===== src/ase_pkg.sv =====
package ase_pkg;

  localparam int unsigned FRAC_BITS = 38;
  localparam int unsigned MAX_TERMS = 1024;
  localparam int unsigned AW        = $clog2(MAX_TERMS);
  localparam int unsigned TW        = 40;           // term, sum and multiplier a operand
  localparam int unsigned HW        = TW / 2;       // multiplier b half width
  localparam int unsigned CNT_W     = 11;
  localparam int unsigned DIV_STEPS = 2 * FRAC_BITS;
  localparam logic [CNT_W-1:0] TERM_COUNT_RST = 11'd1000;
  localparam logic [31:0]      HALF_PI_Q30    = 32'd1686629713;

  typedef enum logic [4:0] {
    ST_INIT, ST_RLOAD, ST_RDIV, ST_RWRITE,
    ST_IDLE, ST_SQUARE, ST_DLOAD, ST_DIV, ST_DRAIN,
    ST_S0, ST_S1, ST_S2, ST_S3, ST_SACC,
    ST_F0, ST_F1, ST_OUT
  } state_e;

  typedef enum logic [1:0] {
    MB_R, MB_RATIO, MB_ROOT
  } mul_b_e;

  typedef struct packed {
    logic          load_x;
    logic          square;
    logic          load_div_main;
    logic          ratio_init;
    logic          load_div_ratio;
    logic          ratio_next;
    logic          div_step;
    logic          quo_en;
    logic          pair_hi;
    logic          pair_lo;
    logic          mem_we;
    logic          mem_re;
    logic [AW-1:0] mem_addr;
    logic          mul_lo;
    logic          mul_hi;
    logic          mul_a_sum;
    mul_b_e        mul_b;
    logic          mul_to_res;
    logic          sum_add;
    logic          out_load;
  } cmd_t;

endpackage


===== src/ase_ctrl.sv =====
module ase_ctrl import ase_pkg::*; (
  input  logic             clk_i,
  input  logic             rst_ni,
  input  logic             cfg_we_i,
  input  logic [CNT_W-1:0] cfg_wdata_i,
  input  logic             in_valid_i,
  output logic             in_ready_o,
  output logic             out_valid_o,
  input  logic             out_ready_i,
  output cmd_t             cmd_o
);

  state_e state_q, state_d;
  logic [6:0]       cnt_q, cnt_d;
  logic [CNT_W-1:0] k_q, k_d, n_q, n_d, tc_q;
  logic             out_vld_q;
  logic             slot_free;
  logic [CNT_W-1:0] k_m1;

  assign slot_free = !out_vld_q || out_ready_i;
  assign k_m1      = k_q - CNT_W'(1);

  always_ff @(posedge clk_i or negedge rst_ni) begin
    if (!rst_ni) begin
      state_q   <= ST_INIT;
      cnt_q     <= '0;
      k_q       <= '0;
      n_q       <= '0;
      tc_q      <= TERM_COUNT_RST;
      out_vld_q <= 1'b0;
    end else begin
      state_q <= state_d;
      cnt_q   <= cnt_d;
      k_q     <= k_d;
      n_q     <= n_d;
      if (cfg_we_i) tc_q <= cfg_wdata_i;
      if (cmd_o.out_load) out_vld_q <= 1'b1;
      else if (out_ready_i) out_vld_q <= 1'b0;
    end
  end

  always_comb begin
    state_d = state_q;
    cnt_d   = cnt_q;
    k_d     = k_q;
    n_d     = n_q;
    unique case (state_q)
      ST_INIT: begin
        k_d     = CNT_W'(1);
        state_d = ST_RLOAD;
      end
      ST_RLOAD: begin
        cnt_d   = '0;
        state_d = ST_RDIV;
      end
      ST_RDIV: begin
        cnt_d = cnt_q + 7'd1;
        if (cnt_q == 7'(FRAC_BITS - 1)) state_d = ST_RWRITE;
      end
      ST_RWRITE: begin
        k_d = k_q + CNT_W'(1);
        if (k_q == CNT_W'(MAX_TERMS)) state_d = ST_IDLE;
        else state_d = ST_RLOAD;
      end
      ST_IDLE: begin
        if (in_valid_i) begin
          n_d     = (tc_q > CNT_W'(MAX_TERMS)) ? CNT_W'(MAX_TERMS) : tc_q;
          state_d = ST_SQUARE;
        end
      end
      ST_SQUARE: state_d = ST_DLOAD;
      ST_DLOAD: begin
        cnt_d   = '0;
        state_d = ST_DIV;
      end
      ST_DIV: begin
        cnt_d = cnt_q + 7'd1;
        if (cnt_q == 7'(DIV_STEPS - 1)) state_d = ST_DRAIN;
      end
      ST_DRAIN: begin
        k_d     = CNT_W'(1);
        state_d = (n_q == '0) ? ST_F0 : ST_S0;
      end
      ST_S0: state_d = ST_S1;
      ST_S1: state_d = ST_S2;
      ST_S2: state_d = ST_S3;
      ST_S3: begin
        if (k_q == n_q) begin
          state_d = ST_SACC;
        end else begin
          k_d     = k_q + CNT_W'(1);
          state_d = ST_S0;
        end
      end
      ST_SACC: state_d = ST_F0;
      ST_F0:   state_d = ST_F1;
      ST_F1:   state_d = ST_OUT;
      ST_OUT:  if (slot_free) state_d = ST_IDLE;
      default: state_d = ST_INIT;
    endcase
  end

  always_comb begin
    cmd_o          = '0;
    cmd_o.mul_b    = MB_R;
    cmd_o.mem_addr = k_m1[AW-1:0];
    unique case (state_q)
      ST_INIT:   cmd_o.ratio_init = 1'b1;
      ST_RLOAD:  cmd_o.load_div_ratio = 1'b1;
      ST_RDIV: begin
        cmd_o.div_step = 1'b1;
        cmd_o.quo_en   = 1'b1;
      end
      ST_RWRITE: begin
        cmd_o.mem_we     = 1'b1;
        cmd_o.ratio_next = 1'b1;
      end
      ST_IDLE:   cmd_o.load_x = in_valid_i;
      ST_SQUARE: cmd_o.square = 1'b1;
      ST_DLOAD:  cmd_o.load_div_main = 1'b1;
      ST_DIV: begin
        cmd_o.div_step = 1'b1;
        cmd_o.quo_en   = cnt_q < 7'(FRAC_BITS);
        cmd_o.pair_hi  = !cnt_q[0];
        cmd_o.pair_lo  = cnt_q[0];
      end
      ST_DRAIN: ;
      ST_S0: begin
        cmd_o.mem_re  = 1'b1;
        cmd_o.mul_lo  = 1'b1;
        cmd_o.sum_add = k_q != CNT_W'(1);
      end
      ST_S1: cmd_o.mul_hi = 1'b1;
      ST_S2: begin
        cmd_o.mul_lo = 1'b1;
        cmd_o.mul_b  = MB_RATIO;
      end
      ST_S3: begin
        cmd_o.mul_hi = 1'b1;
        cmd_o.mul_b  = MB_RATIO;
      end
      ST_SACC: cmd_o.sum_add = 1'b1;
      ST_F0: begin
        cmd_o.mul_lo    = 1'b1;
        cmd_o.mul_a_sum = 1'b1;
        cmd_o.mul_b     = MB_ROOT;
      end
      ST_F1: begin
        cmd_o.mul_hi     = 1'b1;
        cmd_o.mul_a_sum  = 1'b1;
        cmd_o.mul_b      = MB_ROOT;
        cmd_o.mul_to_res = 1'b1;
      end
      ST_OUT:  cmd_o.out_load = slot_free;
      default: ;
    endcase
  end

  assign in_ready_o  = state_q == ST_IDLE;
  assign out_valid_o = out_vld_q;

endmodule


===== config.mk =====
export PLATFORM = sky130hd
export DESIGN_NAME = ase_ctrl
export DESIGN_NICKNAME = d
export VERILOG_FILES = /design/src/ase_pkg.sv /design/src/ase_ctrl.sv
export SDC_FILE = /design/constraint.sdc
export NUM_CORES = 1
export LEC_CHECK = 0
export BUFFER_PORTS_ARGS = -buffer_cell sky130_fd_sc_hd__buf_4
export CAP_MARGIN = 20
export CORE_ASPECT_RATIO = 1.75
export CORE_MARGIN = 2
export CORE_UTILIZATION = 50
export CTS_CLUSTER_SIZE = 14
export DETAILED_ROUTE_END_ITERATION = 7
export GPL_ROUTABILITY_DRIVEN = 0
export GPL_TIMING_DRIVEN = 0
export PLACE_DENSITY_LB_ADDON = 0.12
export SLEW_MARGIN = 30
export SYNTH_ARGS = -nofsm -noshare
export SYNTH_HDL_FRONTEND = slang
export SYNTH_SLANG_ARGS = --single-unit

===== constraint.sdc =====
create_clock -name clk_i -period 1.9 [get_ports clk_i]
set_input_delay 0.19 -clock clk_i [delete_from_list [all_inputs] [get_ports clk_i]]
set_output_delay 0.19 -clock clk_i [all_outputs]
set_load 0.02 [all_outputs]

* Word-level counts from Yosys, hierarchy flattened
Cells that the tools add are included.
** Word-level totals
- Register bits :: 46
- Bits of input ports :: 16
- Output and inout port bits :: 32
- Logic and storage cells :: 85
** Operators by class
- Add/sub/neg operators :: 3
- Order comparisons :: 2
- Equal/unequal tests :: 26
- Multiplexer cells :: 30
- Reduce and logical (&&, ||, !) cells :: 18
** Operators with widths (number)
- 5-bit one-hot mux with 17 select lines :: 1
- 5-bit by 4-bit equality test with 1-bit output (second input constant) :: 8
- 11-bit one-hot mux with 3 select lines :: 1
- 11-bit 2-to-1 mux :: 2
- 5-bit by 3-bit equality test with 1-bit output (second input constant) :: 4
- 5-bit 2-to-1 mux :: 4
- 1-bit 2-to-1 mux :: 14
- 7-bit one-hot mux with 2 select lines :: 1
- 11-bit by 1-bit adder with 11-bit output (second input constant) :: 1
- 11-bit equality test :: 1
- 11-bit equality test (second input constant) :: 1
- 11-bit greater-than comparator (second input constant) :: 1
- 11-bit logical NOT :: 1
- 11-bit by 1-bit != test with 1-bit output (second input constant) :: 1
- 5-bit by 2-bit equality test with 1-bit output (second input constant) :: 2
- 2-bit != test (second input constant) :: 5
- 2-bit OR reduction :: 5
- 10-bit by 1-bit subtractor with 10-bit output (second input constant) :: 1
- 3-bit 2-to-1 mux :: 3
- 2-bit one-hot mux with 2 select lines :: 2
- 7-bit by 1-bit adder with 7-bit output (second input constant) :: 1
- 7-bit by 6-bit equality test with 1-bit output (second input constant) :: 1
- 7-bit equality test (second input constant) :: 1
- 7-bit by 6-bit < comparator with 1-bit output (second input constant) :: 1
- other kinds (12) :: 16

* Depth between registers and ports, before layout
Gate-level depths: netlist (run 1).
- Depth after elaboration :: 4
- Depth in mapped cells :: 8
- Mapped depth without buffers :: 7

* Worst setup path before layout (run 1)
OpenSTA, ideal clock, no wires.
- Kind :: register to output
- Start :: register k_q[5]
- End :: output cmd_o[17] in the netlist's numbering
- Arrival time :: 1.997 ns
- Slack :: -0.287 ns
- Cell stages (with the launch flop) :: 6
- Buffers on the path :: 1
- Cell sequence :: dfrtp_1 clkbuf_8 or4_4 or4_1 nor3_1 xor2_1
** RTL lines
- start: declaration :: line ase_ctrl.sv:15 : logic [CNT_W-1:0] k_q, k_d, n_q, n_d, tc_q;
- start signal: assignment :: line ase_ctrl.sv:34 : k_q <= k_d;
- end: declaration :: line ase_ctrl.sv:10 : output cmd_t cmd_o

==> results of run 1 <==
[registers in the layout, indices dropped and copies added (netlist names)]
signal       cells
cnt_q            7
tc_q            11
n_q             11
out_valid_o      1
k_q             11
state_q          5
[metrics by stage]
stage	power (W)	hold slack, ps	utilization, %	setup WS, ps
2_1_floorplan	0.00108	-106	-	-207
3_3_place_gp	0.00114	236	59.6	-295
3_5_place_dp	0.00114	231	59.6	-316
4_1_cts	0.00174	98.3	67.2	-588
5_1_grt	0.00180	90.7	72.1	-625
6_report	0.00172	104	72.1	-558
[logic make-up (layout without fill, tap and decap cells)]
family | Yosys count | count (layout)
AO/OA/AOI/OAI | 63 | 63
AND/OR/NAND/NOR | 149 | 149
XOR/XNOR | 21 | 21
buffers and inverters | 35 | 117
multiplexers | 13 | 13
flip-flops | 46 | 46
adder cells (fa/ha/maj) | 6 | 6
[area by class of cell]
class                   count  area [um2]  area share, %
multi-input cells         252        1980           46.8
flip-flops and latches     46        1170           27.6
repair buffers             78         634           15.0
plain buffers              20         226           5.35
well taps                  78        97.6           2.30
clock buffers               6        72.6           1.71
inverters                  11        41.3          0.975
clock inverters             2        13.8          0.325
[routing by layer]
layer	share of wire (%)	routed length [um]	vias up	global-route usage (%)
met5	0	0	-	0
met4	4.9	410	0	14.3
met2	53	4410	103	43.9
met3	4.2	346	37	3.88
met1	38	3130	1374	28.3
li1	-	-	1360	-
[placed cells by master, fill, tap and decap left out, drive strengths merged, types with 11 or more instances in the layout]
cell type	Yosys	routed
buf	10	87
nor4	13	13
inv	11	11
o21ai	20	20
nand2	31	31
a21oi	13	13
nand3	13	13
nor2	26	26
dfrtp	40	40
clkbuf	14	16
mux2	12	12
or4	12	12
xnor2	15	15
[critical path, stage by stage (launching register included)]
cell	delay [ps]
dfrtp_2	470
or4_4	540
or4_1	430
nor3_2	200
xor2_2	160
buf_4	160
[worst max path at each step]
| stage | startpoint | end | slack [ps] | cells past startpoint |
|---|---|---|---|---|
| finish | k_q[3]$_DFFE_PN0P_ | cmd_o[17] | -560 | 5 |
| floorplan | k_q[5]$_DFFE_PN0P_ | cmd_o[17] | -210 | 5 |
| detailed placement | k_q[5]$_DFFE_PN0P_ | cmd_o[17] | -320 | 6 |
| global route | k_q[4]$_DFFE_PN0P_ | cmd_o[17] | -620 | 6 |
| CTS | k_q[5]$_DFFE_PN0P_ | cmd_o[17] | -590 | 6 |
| global placement | k_q[5]$_DFFE_PN0P_ | cmd_o[17] | -300 | 6 |
[power groups by stage]
| stage | logic [W] | clock network, W | registers (W) |
|---|---|---|---|
| final | 0.0000866 | 0.000606 | 0.00103 |
| after global routing | 0.0000988 | 0.000662 | 0.00104 |
| after CTS | 0.0000892 | 0.000623 | 0.00103 |
| after detailed placement | 0.0000869 | 0 | 0.00105 |
| after global placement | 0.0000849 | 0 | 0.00105 |
| after floorplan | 0.0000391 | 0 | 0.00104 |
[what timing repair did]
item / CTS / global route
hold buffers: 1 / 0
endpoints found under the setup margin: 44 / 27
gates resized for setup: 59 / 51
gates cloned: 1 / 0
hold endpoints to repair: 40 / 0
pin swaps: 12 / 19
setup buffers: 14 / 16
==> qor.tcl, run 1 <==
set qor(grt_antenna_before_repair) 0
set qor(synth-xor-area-share_pct) 6.06
set qor(tns_ps) -2560
set qor(route.detailed.drc) 0
set qor(clock_power_share_pct) 35.1
set qor(wire_per_inst_um) 16.8
set qor(switching_power_w) 0.000402
set qor(crit-reg2reg-launch) {k_q[1]$_DFFE_PN0P_}
set qor(post-synth-top-area-fraction_pct) 33.0
set qor(power.ir.vdd_worst_mv) 0.649
set qor(core_region_area_um2) 5880
set qor(fmax_mhz) 407
set qor(timing.critical_path.arrival_ps) 2270
set qor(final.setup.worst_slack_ps) -558
set qor(min_from) {cfg_wdata_i[4]}
set qor(finalHoldViolCount) 0
set qor(tritoncts_clock_tree) {built}
set qor(critPathKind) {reg -> out}
set qor(detailed_place_hpwl_um) 5490
set qor(hold_path_end) {tc_q[4]$_DFFE_PN0P_}
set qor(final-setup-viol-count) 11
set qor(cts-htree-levels) 2
set qor(yosys.cell_types.count) 55
set qor(timing.max_slew.rel_slack_pct) 60.4
set qor(capture_point_of_the_worst_reg_to_reg_path) {k_q[7]$_DFFE_PN0P_}
set qor(grt_pass1_vias) 2756
set qor(netlist_top_cells_count) {40 x dfrtp_1, 31 x nand2_1, 26 x nor2_1}
set qor(synth_ff_type) {dfrtp_1}
set qor(tritoncts_buffers) 5
set qor(synthMuxAreaShare_pct) 4.79
set qor(cts_max_path_bufs) 2
set qor(cellPowerDensity_nw_per_um2) 407
set qor(die_width_um) 62.9
set qor(failed_checks) {setup timing}
set qor(synth.yosys.seq_area_share_pct) 38.2
set qor(vias_per_cell) 5.83
set qor(r2r_setup_slack_ps) -90
set qor(globalRoute.totalOverflow) 0
set qor(antenna_violating_nets_post_route) 0
set qor(critPathCaptureType) {output pin}
set qor(p_comb_share_pct) 5.0
set qor(areaGrowthSynthToFinish_pct) 39.7
set qor(clock_period_minus_final_worst_setup_slack_ps) 2460
set qor(synthesis.area_um2) 3030
set qor(vias_post_dr) 2874
set qor(clockRootBuffer) {clkbuf_8}
set qor(row_count) 37
set qor(nNetsFinal) 436
set qor(clock_skew_ps) 8.04
set qor(clk_pin_slew_ps) 90
set qor(design_area_um2) 4240
set qor(synth_top_family_by_area) {simple AND/OR/NAND/NOR gates}
set qor(ys_seq_elements) 46
set qor(drt_pass1_iterations) 5
set qor(clock_sinks) 46
set qor(worstHoldPathCells) 2
set qor(static-leakage-power_nw) 1.83
set qor(worstMarginPinSlew_ps) 594
set qor(synthArstFlopShare_pct) 100
set qor(dieArea_um2) 6730
set qor(synth_top_cells_by_area) {dfrtp_1 33%, dfstp_2 5.2%, mux2_2 4.5%, xnor2_1 4.3%, nand2_1 3.8%}
set qor(reg2regPathDepth) 6
set qor(detail_route.wirelength_um) 8290
set qor(fillCellCount) 452
set qor(cap_viol_max_count) 0
set qor(result_of_the_run) {complete, but fails checks}
set qor(combined_global_route_utilization_of_all_metal_layers_pct) 25.0
set qor(compound_gate_fraction_of_synth_area_pct) 13.3
set qor(io-pin-count) 48
set qor(internal_portion_of_total_power_w) 0.00132
set qor(critical_path_required_ps) 1710
set qor(portBuffers) 47
set qor(place_area_um2) 3500
set qor(synth.largest_area_cell) {dfrtp_1}
set qor(initialDrtViolationCount) 234
set qor(count_of_mapped_cells_out_of_synthesis) 333
set qor(n_antenna_cell) 0
set qor(min_period_over_period_pct) 129
set qor(fraction_of_the_mapped_netlist_area_in_simple_logic_gates_pct) 27.3
set qor(post_route_cells_drive_above_1_share_pct) 45.3
set qor(final_cells) 493
set qor(ys_warn_count) 0
set qor(syn_nets) 355
set qor(switching_share_pct) 23.3
set qor(first_pass_grt_wire_length_um) 13300
set qor(power.share.sequential_pct) 59.8
set qor(timing_max_transition_violations_final) 0
set qor(placedCellCount) 458
set qor(grt_max_degree) 47
set qor(rsz0062_at_grt) {yes}
set qor(synth_most_common_cell) {dfrtp_1}
set qor(setup.worst_path.start_class) {flip-flop}
set qor(number_of_enable_flip_flop_cells_after_synthesis) 0
set qor(starting_density_of_the_core_pct) 51.6
set qor(max_fanout_on_critical_path) 8
set qor(worstSkewPairLatency_ps) 310
set qor(worst_hold_path_type) {in -> reg}
set qor(post_synthesis_share_of_cell_area_spent_on_full_adders_half_adders_and_majority_gates_pct) 2.48
set qor(post_synth.cell_area_avg_um2) 9.11
set qor(die_y_um) 107
No activity file was read; power rests on OpenSTA's default activity.
==> run 2, diff against run 1 <==
--- a/config.mk
+++ b/config.mk
@@ -8,9 +8,8 @@
 export BUFFER_PORTS_ARGS = -buffer_cell sky130_fd_sc_hd__buf_4
 export CAP_MARGIN = 20
 export CORE_ASPECT_RATIO = 1.75
-export CORE_MARGIN = 2
 export CORE_UTILIZATION = 50
-export CTS_CLUSTER_SIZE = 14
+export CTS_CLUSTER_SIZE = 10
 export DETAILED_ROUTE_END_ITERATION = 7
 export GPL_ROUTABILITY_DRIVEN = 0
 export GPL_TIMING_DRIVEN = 0
==> run 2 against run 1 <==
  * The run still ends with setup timing left
  * Count of clock-buffer cells in the layout stayed put
  * Via count decreased by 1.5%
  * Non-clock buffer count unchanged
  * Power fell by 0.54%
  * Cell area down 1.1%
  * Worst setup slack better by 5.9 ps
  * Flip-flop and latch count unchanged
  * Sequential power hardly changed
  * Hold slack improved by 1.9 ps
  * Critical path type unchanged
  * Critical endpoint unchanged
  * Largest cell class unchanged
  * Largest power group unchanged
==> qor.tcl, run 2 (synthesis results as in run 1) <==
set qor(clock_skew_ps) 8.51 ;# was 8.04 ps
set qor(biggest_regs) {k_q x11, n_q x11, tc_q x11} ;# unchanged
set qor(worstMarginPinSlew_ps) 603 ;# was 594 ps
set qor(critical_path.slowest_cell) {or4_4} ;# unchanged
set qor(crit_path_max_incr_delay_ps) 490 ;# was 540 ps
set qor(capture_point_of_the_worst_reg_to_reg_path) {k_q[7]$_DFFE_PN0P_} ;# unchanged
set qor(max_fanout_on_critical_path) 6 ;# was 8
set qor(worstHoldPathCells) 2 ;# unchanged
set qor(finalHoldViolCount) 0 ;# unchanged
set qor(critPathKind) {reg -> out} ;# unchanged
set qor(globalRoute.totalOverflow) 0 ;# unchanged
set qor(die_width_um) 60.9 ;# was 62.9 um
set qor(starting_density_of_the_core_pct) 51.6 ;# unchanged
set qor(tns_ps) -2590 ;# was -2560 ps
set qor(core_region_area_um2) 5880 ;# unchanged
set qor(detail_route.wirelength_um) 8330 ;# was 8290 um
set qor(antenna_violating_nets_post_route) 0 ;# unchanged
set qor(areaGrowthSynthToFinish_pct) 38.2 ;# was 39.7%
set qor(r2r_setup_slack_ps) -110 ;# was -90 ps
set qor(clock_sinks) 46 ;# unchanged
set qor(static-leakage-power_nw) 1.81 ;# was 1.83 nW
set qor(timing.max_slew.rel_slack_pct) 59.8 ;# was 60.4%
set qor(io-pin-count) 48 ;# unchanged
set qor(tritoncts_clock_tree) {built} ;# unchanged
set qor(clk_pin_slew_ps) 90 ;# about the same
set qor(rsz0062_at_grt) {yes} ;# unchanged
set qor(critPathCaptureType) {output pin} ;# unchanged
set qor(final_util_pct) 71.3 ;# was 72.1%
set qor(commonest_cells_after_routing_fill_and_taps_aside) {70 x buf_4, 34 x dfrtp_1, 30 x nand2_1} ;# was 68 x buf_4, 33 x dfrtp_1, 30 x nand2_1
set qor(cap_viol_max_count) 0 ;# unchanged
set qor(grt_antenna_before_repair) 0 ;# unchanged
set qor(final-setup-viol-count) 16 ;# was 11
set qor(cellPowerDensity_nw_per_um2) 409 ;# was 407 nW/um2
set qor(cts_max_path_bufs) 2 ;# unchanged
set qor(power.ir.vdd_worst_mv) 0.559 ;# was 0.649 mV
set qor(worst_hold_path_type) {in -> reg} ;# unchanged
set qor(path_buf_inv) 2 ;# was 1
set qor(p_total_w) 0.00171 ;# was 0.00172 W
set qor(reg2regPathDepth) 7 ;# was 6
set qor(nNetsFinal) 436 ;# unchanged
set qor(grt_max_degree) 47 ;# unchanged
set qor(clockRootBuffer) {clkbuf_8} ;# unchanged
set qor(detailed_place_hpwl_um) 5370 ;# was 5490 um
set qor(cts-htree-levels) 2 ;# unchanged
set qor(die_y_um) 105 ;# was 107 um
set qor(worstSkewPairLatency_ps) 310 ;# about the same
set qor(grt_pass1_vias) 2745 ;# was 2,756
set qor(design_area_um2) 4190 ;# was 4240 um2
set qor(vias_post_dr) 2832 ;# was 2,874
set qor(vias_per_cell) 5.74 ;# was 5.83
set qor(min_from) {cfg_wdata_i[4]} ;# unchanged
set qor(n_antenna_cell) 0 ;# unchanged
set qor(cpLargestDelayFamily) {simple AND/OR/NAND/NOR gates} ;# unchanged
set qor(crit_chain) {buf_8 -> or4_4 -> or4_4 -> nor3_4 -> xor2_2 -> buf_6} ;# was or4_4 -> or4_1 -> nor3_2 -> xor2_2 -> buf_4
set qor(dieArea_um2) 6390 ;# was 6730 um2
set qor(fmax_mhz) 408 ;# was 407 MHz
set qor(most_common_cell_after_layout_fill_and_taps_aside) {buf_4} ;# unchanged
set qor(initialDrtViolationCount) 192 ;# was 234
set qor(final.setup.worst_slack_ps) -552 ;# was -558 ps
set qor(post_place_worst_slack_ps) -303 ;# was -316 ps
set qor(place_area_um2) 3500 ;# unchanged
set qor(timing.critical_path.arrival_ps) 2260 ;# was 2270 ps
set qor(post_route_cells_drive_above_1_share_pct) 43.4 ;# was 45.3%
set qor(row_count) 37 ;# unchanged
set qor(timing_max_transition_violations_final) 0 ;# unchanged
set qor(tritoncts_buffers) 5 ;# unchanged
set qor(route.detailed.drc) 0 ;# unchanged
set qor(result_of_the_run) {complete, but fails checks} ;# unchanged
set qor(setup.worst_path.start_class) {flip-flop} ;# unchanged
set qor(min_period_over_period_pct) 129 ;# about the same
set qor(clock_period_minus_final_worst_setup_slack_ps) 2450 ;# was 2460 ps
set qor(crit-reg2reg-launch) {k_q[4]$_DFFE_PN0P_} ;# was k_q[1]$_DFFE_PN0P_
set qor(drt_pass1_iterations) 4 ;# was 5
set qor(critical_path_required_ps) 1710 ;# about the same
set qor(path_common_cell) {or4_4}
set qor(failed_checks) {setup timing} ;# unchanged
set qor(wire_per_inst_um) 16.9 ;# was 16.8 um
set qor(portBuffers) 47 ;# unchanged
set qor(combined_global_route_utilization_of_all_metal_layers_pct) 27.7 ;# was 25.0%
set qor(first_pass_grt_wire_length_um) 13200 ;# was 13,300 um
set qor(hold_path_end) {tc_q[4]$_DFFE_PN0P_} ;# unchanged
run 2: cell count changes in the layout (fill, tap and decap cells not counted), sizes merged:
cell | previous run | this run
clkbuf | 16 | 15
buf | 87 | 88
run 2: cell type report:
cell class / instances / area, um2
clock buffer: 6 / 72.6
sequential: 46 / 1170
fill: 441 / 1690
multi-input combinational: 252 / 1950
clock inverter: 2 / 13.8
buffer: 20 / 234
inverter: 11 / 41.3
timing repair buffer: 78 / 619
tap: 78 / 97.6
run 2: worst max-delay path by stage:
stage	startpoint	end	slack, ps	depth (start not counted)
after floorplan	k_q[5]$_DFFE_PN0P_	cmd_o[17]	-210	5
after global placement	k_q[5]$_DFFE_PN0P_	cmd_o[17]	-300	6
after detailed placement	k_q[5]$_DFFE_PN0P_	cmd_o[17]	-300	6
after CTS	k_q[4]$_DFFE_PN0P_	cmd_o[17]	-620	6
after global routing	k_q[5]$_DFFE_PN0P_	cmd_o[17]	-610	6
final	k_q[5]$_DFFE_PN0P_	cmd_o[17]	-550	6
run 2: where the power goes:
part           total [W]  switching (W)  internal (W)  leakage (nW)
sequential       0.00103      0.0000196       0.00101         0.580
clock           0.000597       0.000337      0.000260        0.0452
combinational  0.0000863      0.0000365     0.0000498          1.18
run 2: timing repair:
action                                  in CTS  in global routing
hold buffers                                 1                  0
gates cloned                                 2                  0
gates resized for setup                     66                 33
endpoints found under the hold margin       40                  0
endpoints found under the setup margin      45                 32
pin swaps                                   23                 11
buffers inserted                            16                 12
run 2: through the flow:
step	hold slack, ps	cells
5_1_grt	103	493
4_1_cts	100	485
3_3_place_gp	234	458
6_report	106	493
3_5_place_dp	239	458
2_1_floorplan	-106	333
run 2: routing by layer:
metal | global-route usage (%) | routed length, um | part of all wire, %
met4 | 17.2 | 348 | 4.2
met3 | 5.32 | 281 | 3.4
met2 | 45.4 | 4460 | 54
met5 | 0 | 0 | 0
met1 | 31.8 | 3230 | 39
==> run 3, diff against run 2 <==
--- a/config.mk
+++ b/config.mk
@@ -8,7 +8,7 @@
 export BUFFER_PORTS_ARGS = -buffer_cell sky130_fd_sc_hd__buf_4
 export CAP_MARGIN = 20
 export CORE_ASPECT_RATIO = 1.75
-export CORE_UTILIZATION = 50
+export CORE_UTILIZATION = 35
 export CTS_CLUSTER_SIZE = 10
 export DETAILED_ROUTE_END_ITERATION = 7
 export GPL_ROUTABILITY_DRIVEN = 0
==> constraint.sdc (replaced) <==
create_clock -name clk_i -period 2.5 [get_ports clk_i]
set_input_delay 0.25 -clock clk_i [delete_from_list [all_inputs] [get_ports clk_i]]
set_output_delay 0.25 -clock clk_i [all_outputs]
set_load 0.02 [all_outputs]
==> run 3 against run 2 <==
  * The run still ends with setup timing left
  * Combinational power down 24%
  * Flip-flop and latch count is the same
  * Cell area decreased by 11%
  * Hold slack better by 79 ps
  * Critical path depth unchanged
  * Non-clock buffer count shrank 26
  * Register-to-register slack improved by 410 ps
  * Power shrank 12%
  * Count of clock-buffer cells in the layout increased by 1
  * Largest cell class unchanged
==> qor.tcl, run 3 (synthesis results as in run 1) <==
set qor(p_comb_share_pct) 4.3 ;# was 5.0%
set qor(crit-reg2reg-launch) {state_q[1]$_DFFE_PN0P_} ;# was k_q[4]$_DFFE_PN0P_
set qor(worst_hold_path_type) {in -> reg} ;# unchanged
set qor(critPathKind) {reg -> out} ;# unchanged
set qor(final.setup.worst_slack_ps) -34.4 ;# was -552 ps
set qor(cap_viol_max_count) 0 ;# unchanged
set qor(path_buf_inv) 2 ;# unchanged
set qor(commonest_cells_after_routing_fill_and_taps_aside) {51 x buf_4, 38 x dfrtp_1, 31 x nand2_1} ;# was 70 x buf_4, 34 x dfrtp_1, 30 x nand2_1
set qor(cpLargestDelayFamily) {simple AND/OR/NAND/NOR gates} ;# unchanged
set qor(design_area_um2) 3730 ;# was 4190 um2
set qor(clk_pin_slew_ps) 70 ;# was 90 ps
set qor(clock_power_share_pct) 43.6 ;# was 34.8%
set qor(post_route_cells_drive_above_1_share_pct) 27.5 ;# was 43.4%
set qor(grt_max_degree) 47 ;# unchanged
set qor(setup.worst_path.start_class) {flip-flop} ;# unchanged
set qor(final_util_pct) 44.6 ;# was 71.3%
set qor(detail_route.wirelength_um) 8050 ;# was 8330 um
set qor(tritoncts_clock_tree) {built} ;# unchanged
set qor(min_from) {cfg_wdata_i[5]} ;# was cfg_wdata_i[4]
set qor(globalRoute.totalOverflow) 0 ;# unchanged
set qor(final-setup-viol-count) 1 ;# was 16
set qor(row_count) 44 ;# was 37
set qor(power.share.sequential_pct) 52.1 ;# was 60.1%
set qor(n_antenna_cell) 0 ;# unchanged
set qor(portBuffers) 47 ;# unchanged
set qor(antenna_violating_nets_post_route) 0 ;# unchanged
set qor(fmax_mhz) 395
set qor(wire_per_inst_um) 16.0 ;# was 16.9 um
set qor(worstSkewPairLatency_ps) 290 ;# was 310 ps
set qor(die_width_um) 72.4 ;# was 60.9 um
set qor(cellPowerDensity_nw_per_um2) 404 ;# was 409 nW/um2
set qor(placedCellCount) 495 ;# was 458
set qor(vias_per_cell) 5.23 ;# was 5.74
set qor(worstHoldPathCells) 2 ;# unchanged
set qor(reg2regPathDepth) 7 ;# unchanged
set qor(crit_chain) {buf_6 -> or4_4 -> or4_4 -> nor3_4 -> xor2_2 -> buf_6} ;# was buf_8 -> or4_4 -> or4_4 -> nor3_4 -> xor2_2 -> buf_6
set qor(crit_path_max_incr_delay_ps) 520 ;# was 490 ps
set qor(drt_pass1_iterations) 4 ;# unchanged
set qor(failed_checks) {setup timing} ;# unchanged
set qor(max_fanout_on_critical_path) 2 ;# was 6
set qor(hold_path_end) {tc_q[5]$_DFFE_PN1P_} ;# was tc_q[4]$_DFFE_PN0P_
set qor(result_of_the_run) {complete, but fails checks} ;# unchanged
set qor(cts_max_path_bufs) 2 ;# unchanged
set qor(clock_period_minus_final_worst_setup_slack_ps) 2530
set qor(io-pin-count) 48 ;# unchanged
set qor(biggest_regs) {k_q x11, n_q x11, tc_q x11} ;# unchanged
set qor(most_common_cell_after_layout_fill_and_taps_aside) {buf_4} ;# unchanged
set qor(min_period_over_period_pct) 101
set qor(timing.max_slew.rel_slack_pct) 59.1 ;# was 59.8%
set qor(multi_input_area_um2) 1670 ;# was 1950 um2
set qor(finalHoldViolCount) 0 ;# unchanged
set qor(starting_density_of_the_core_pct) 36.2 ;# was 51.6%
set qor(combined_global_route_utilization_of_all_metal_layers_pct) 18.8 ;# was 27.7%
set qor(fillCellCount) 881 ;# was 441
set qor(r2r_setup_slack_ps) 300 ;# was -110 ps
set qor(initialDrtViolationCount) 188 ;# was 192
set qor(rsz0062_at_grt) {yes} ;# unchanged
set qor(critical_path_required_ps) 2250 ;# was 1710 ps
set qor(internal_portion_of_total_power_w) 0.00118 ;# was 0.00132 W
set qor(first_pass_grt_wire_length_um) 13200 ;# about the same
set qor(final_cells) 504 ;# was 493
set qor(post_place_worst_slack_ps) 126 ;# was -303 ps
set qor(detailed_place_hpwl_um) 6020 ;# was 5370 um
set qor(hold-worst-slack_ps) 185 ;# was 106 ps
set qor(tritoncts_buffers) 5 ;# unchanged
set qor(vias_post_dr) 2634 ;# was 2,832
set qor(nNetsFinal) 410 ;# was 436
set qor(core_region_area_um2) 8370 ;# was 5880 um2
set qor(dieArea_um2) 9060 ;# was 6390 um2
set qor(clock_sinks) 46 ;# unchanged
set qor(ff_latch_area_um2) 1160 ;# was 1170 um2
set qor(clockRootBuffer) {clkbuf_16} ;# was clkbuf_8
set qor(place_area_um2) 3530 ;# was 3500 um2
set qor(areaGrowthSynthToFinish_pct) 23.0 ;# was 38.2%
set qor(critPathCaptureType) {output pin} ;# unchanged
set qor(critical_path.slowest_cell) {or4_4} ;# unchanged
set qor(worstMarginPinSlew_ps) 614 ;# was 603 ps
set qor(route.detailed.drc) 0 ;# unchanged
set qor(timing_max_transition_violations_final) 0 ;# unchanged
set qor(switching_share_pct) 21.8 ;# was 22.9%
set qor(static-leakage-power_nw) 1.60 ;# was 1.81 nW
set qor(clock_skew_ps) 6.60 ;# was 8.51 ps
set qor(grt_pass1_vias) 2595 ;# was 2,745
set qor(grt_antenna_before_repair) 0 ;# unchanged
set qor(timing.critical_path.arrival_ps) 2280 ;# was 2260 ps
set qor(capture_point_of_the_worst_reg_to_reg_path) {k_q[5]$_DFFE_PN0P_} ;# was k_q[7]$_DFFE_PN0P_
set qor(die_y_um) 125 ;# was 105 um
set qor(cts-htree-levels) 2 ;# unchanged
set qor(power.ir.vdd_worst_mv) 0.420 ;# was 0.559 mV
set qor(switching_power_w) 0.000329 ;# was 0.000393 W
-- run 3: layout make-up --
| type | count | share of cell area, % |
|---|---|---|
| plain buffers | 22 | 5.07 |
| clock buffers | 7 | 3.56 |
| clock inverters | 1 | 0.201 |
| inverters | 11 | 1.11 |
| multi-input cells | 252 | 44.9 |
| flip-flops and latches | 46 | 31.1 |
| well taps | 115 | 3.86 |
| repair buffers | 50 | 10.2 |
-- run 3: through the flow --
stage	total power (W)	TNS (ps)
2_1_floorplan	0.000824	0
4_1_cts	0.00154	-124
3_5_place_dp	0.000867	0
3_3_place_gp	0.000865	0
6_report	0.00151	-34.4
5_1_grt	0.00156	-85.2
-- run 3: worst reg2reg max path, delay by kind of cell, from the launching register on --
kind            cells  cell delay, ps
buf+inv             2             400
compound gates      2             350
flops               1             390
simple gates        3             980
-- run 3: power groups by stage --
stage	clock network, W	registers (W)	logic [W]
after floorplan	0	0.000794	0.0000297
after global placement	0	0.000799	0.0000659
after detailed placement	0	0.000800	0.0000666
after CTS	0.000687	0.000786	0.0000680
after global routing	0.000701	0.000789	0.0000737
final	0.000657	0.000786	0.0000653
-- run 3: worst max-delay path by stage --
stage                     slack (ps)                from  cells past startpoint        end
after floorplan                  250  k_q[5]$_DFFE_PN0P_                      5  cmd_o[17]
after global placement           130  k_q[5]$_DFFE_PN0P_                      6  cmd_o[17]
after detailed placement         130  k_q[5]$_DFFE_PN0P_                      6  cmd_o[17]
after CTS                       -120  k_q[2]$_DFFE_PN0P_                      6  cmd_o[17]
after global routing             -90  k_q[4]$_DFFE_PN0P_                      6  cmd_o[17]
final                            -30  k_q[2]$_DFFE_PN0P_                      6  cmd_o[17]
-- run 3: per-layer routing --
| layer | global-route usage (%) | vias up | share of wire (%) |
|---|---|---|---|
| met4 | 7.38 | 0 | 2.3 |
| met2 | 33.8 | 70 | 55 |
| li1 | - | 1307 | - |
| met5 | 0 | - | 0 |
| met3 | 3.14 | 12 | 3.7 |
| met1 | 21.4 | 1245 | 40 |
-- run 3: timing repair --
| action | CTS | global route |
|---|---|---|
| setup endpoints to repair | 2 | 4 |
| hold buffers | 1 | 0 |
| gates resized for setup | 3 | 8 |
| endpoints found under the hold margin | 18 | 0 |
| setup buffers | 2 | 0 |
| pin swaps | 2 | 1 |
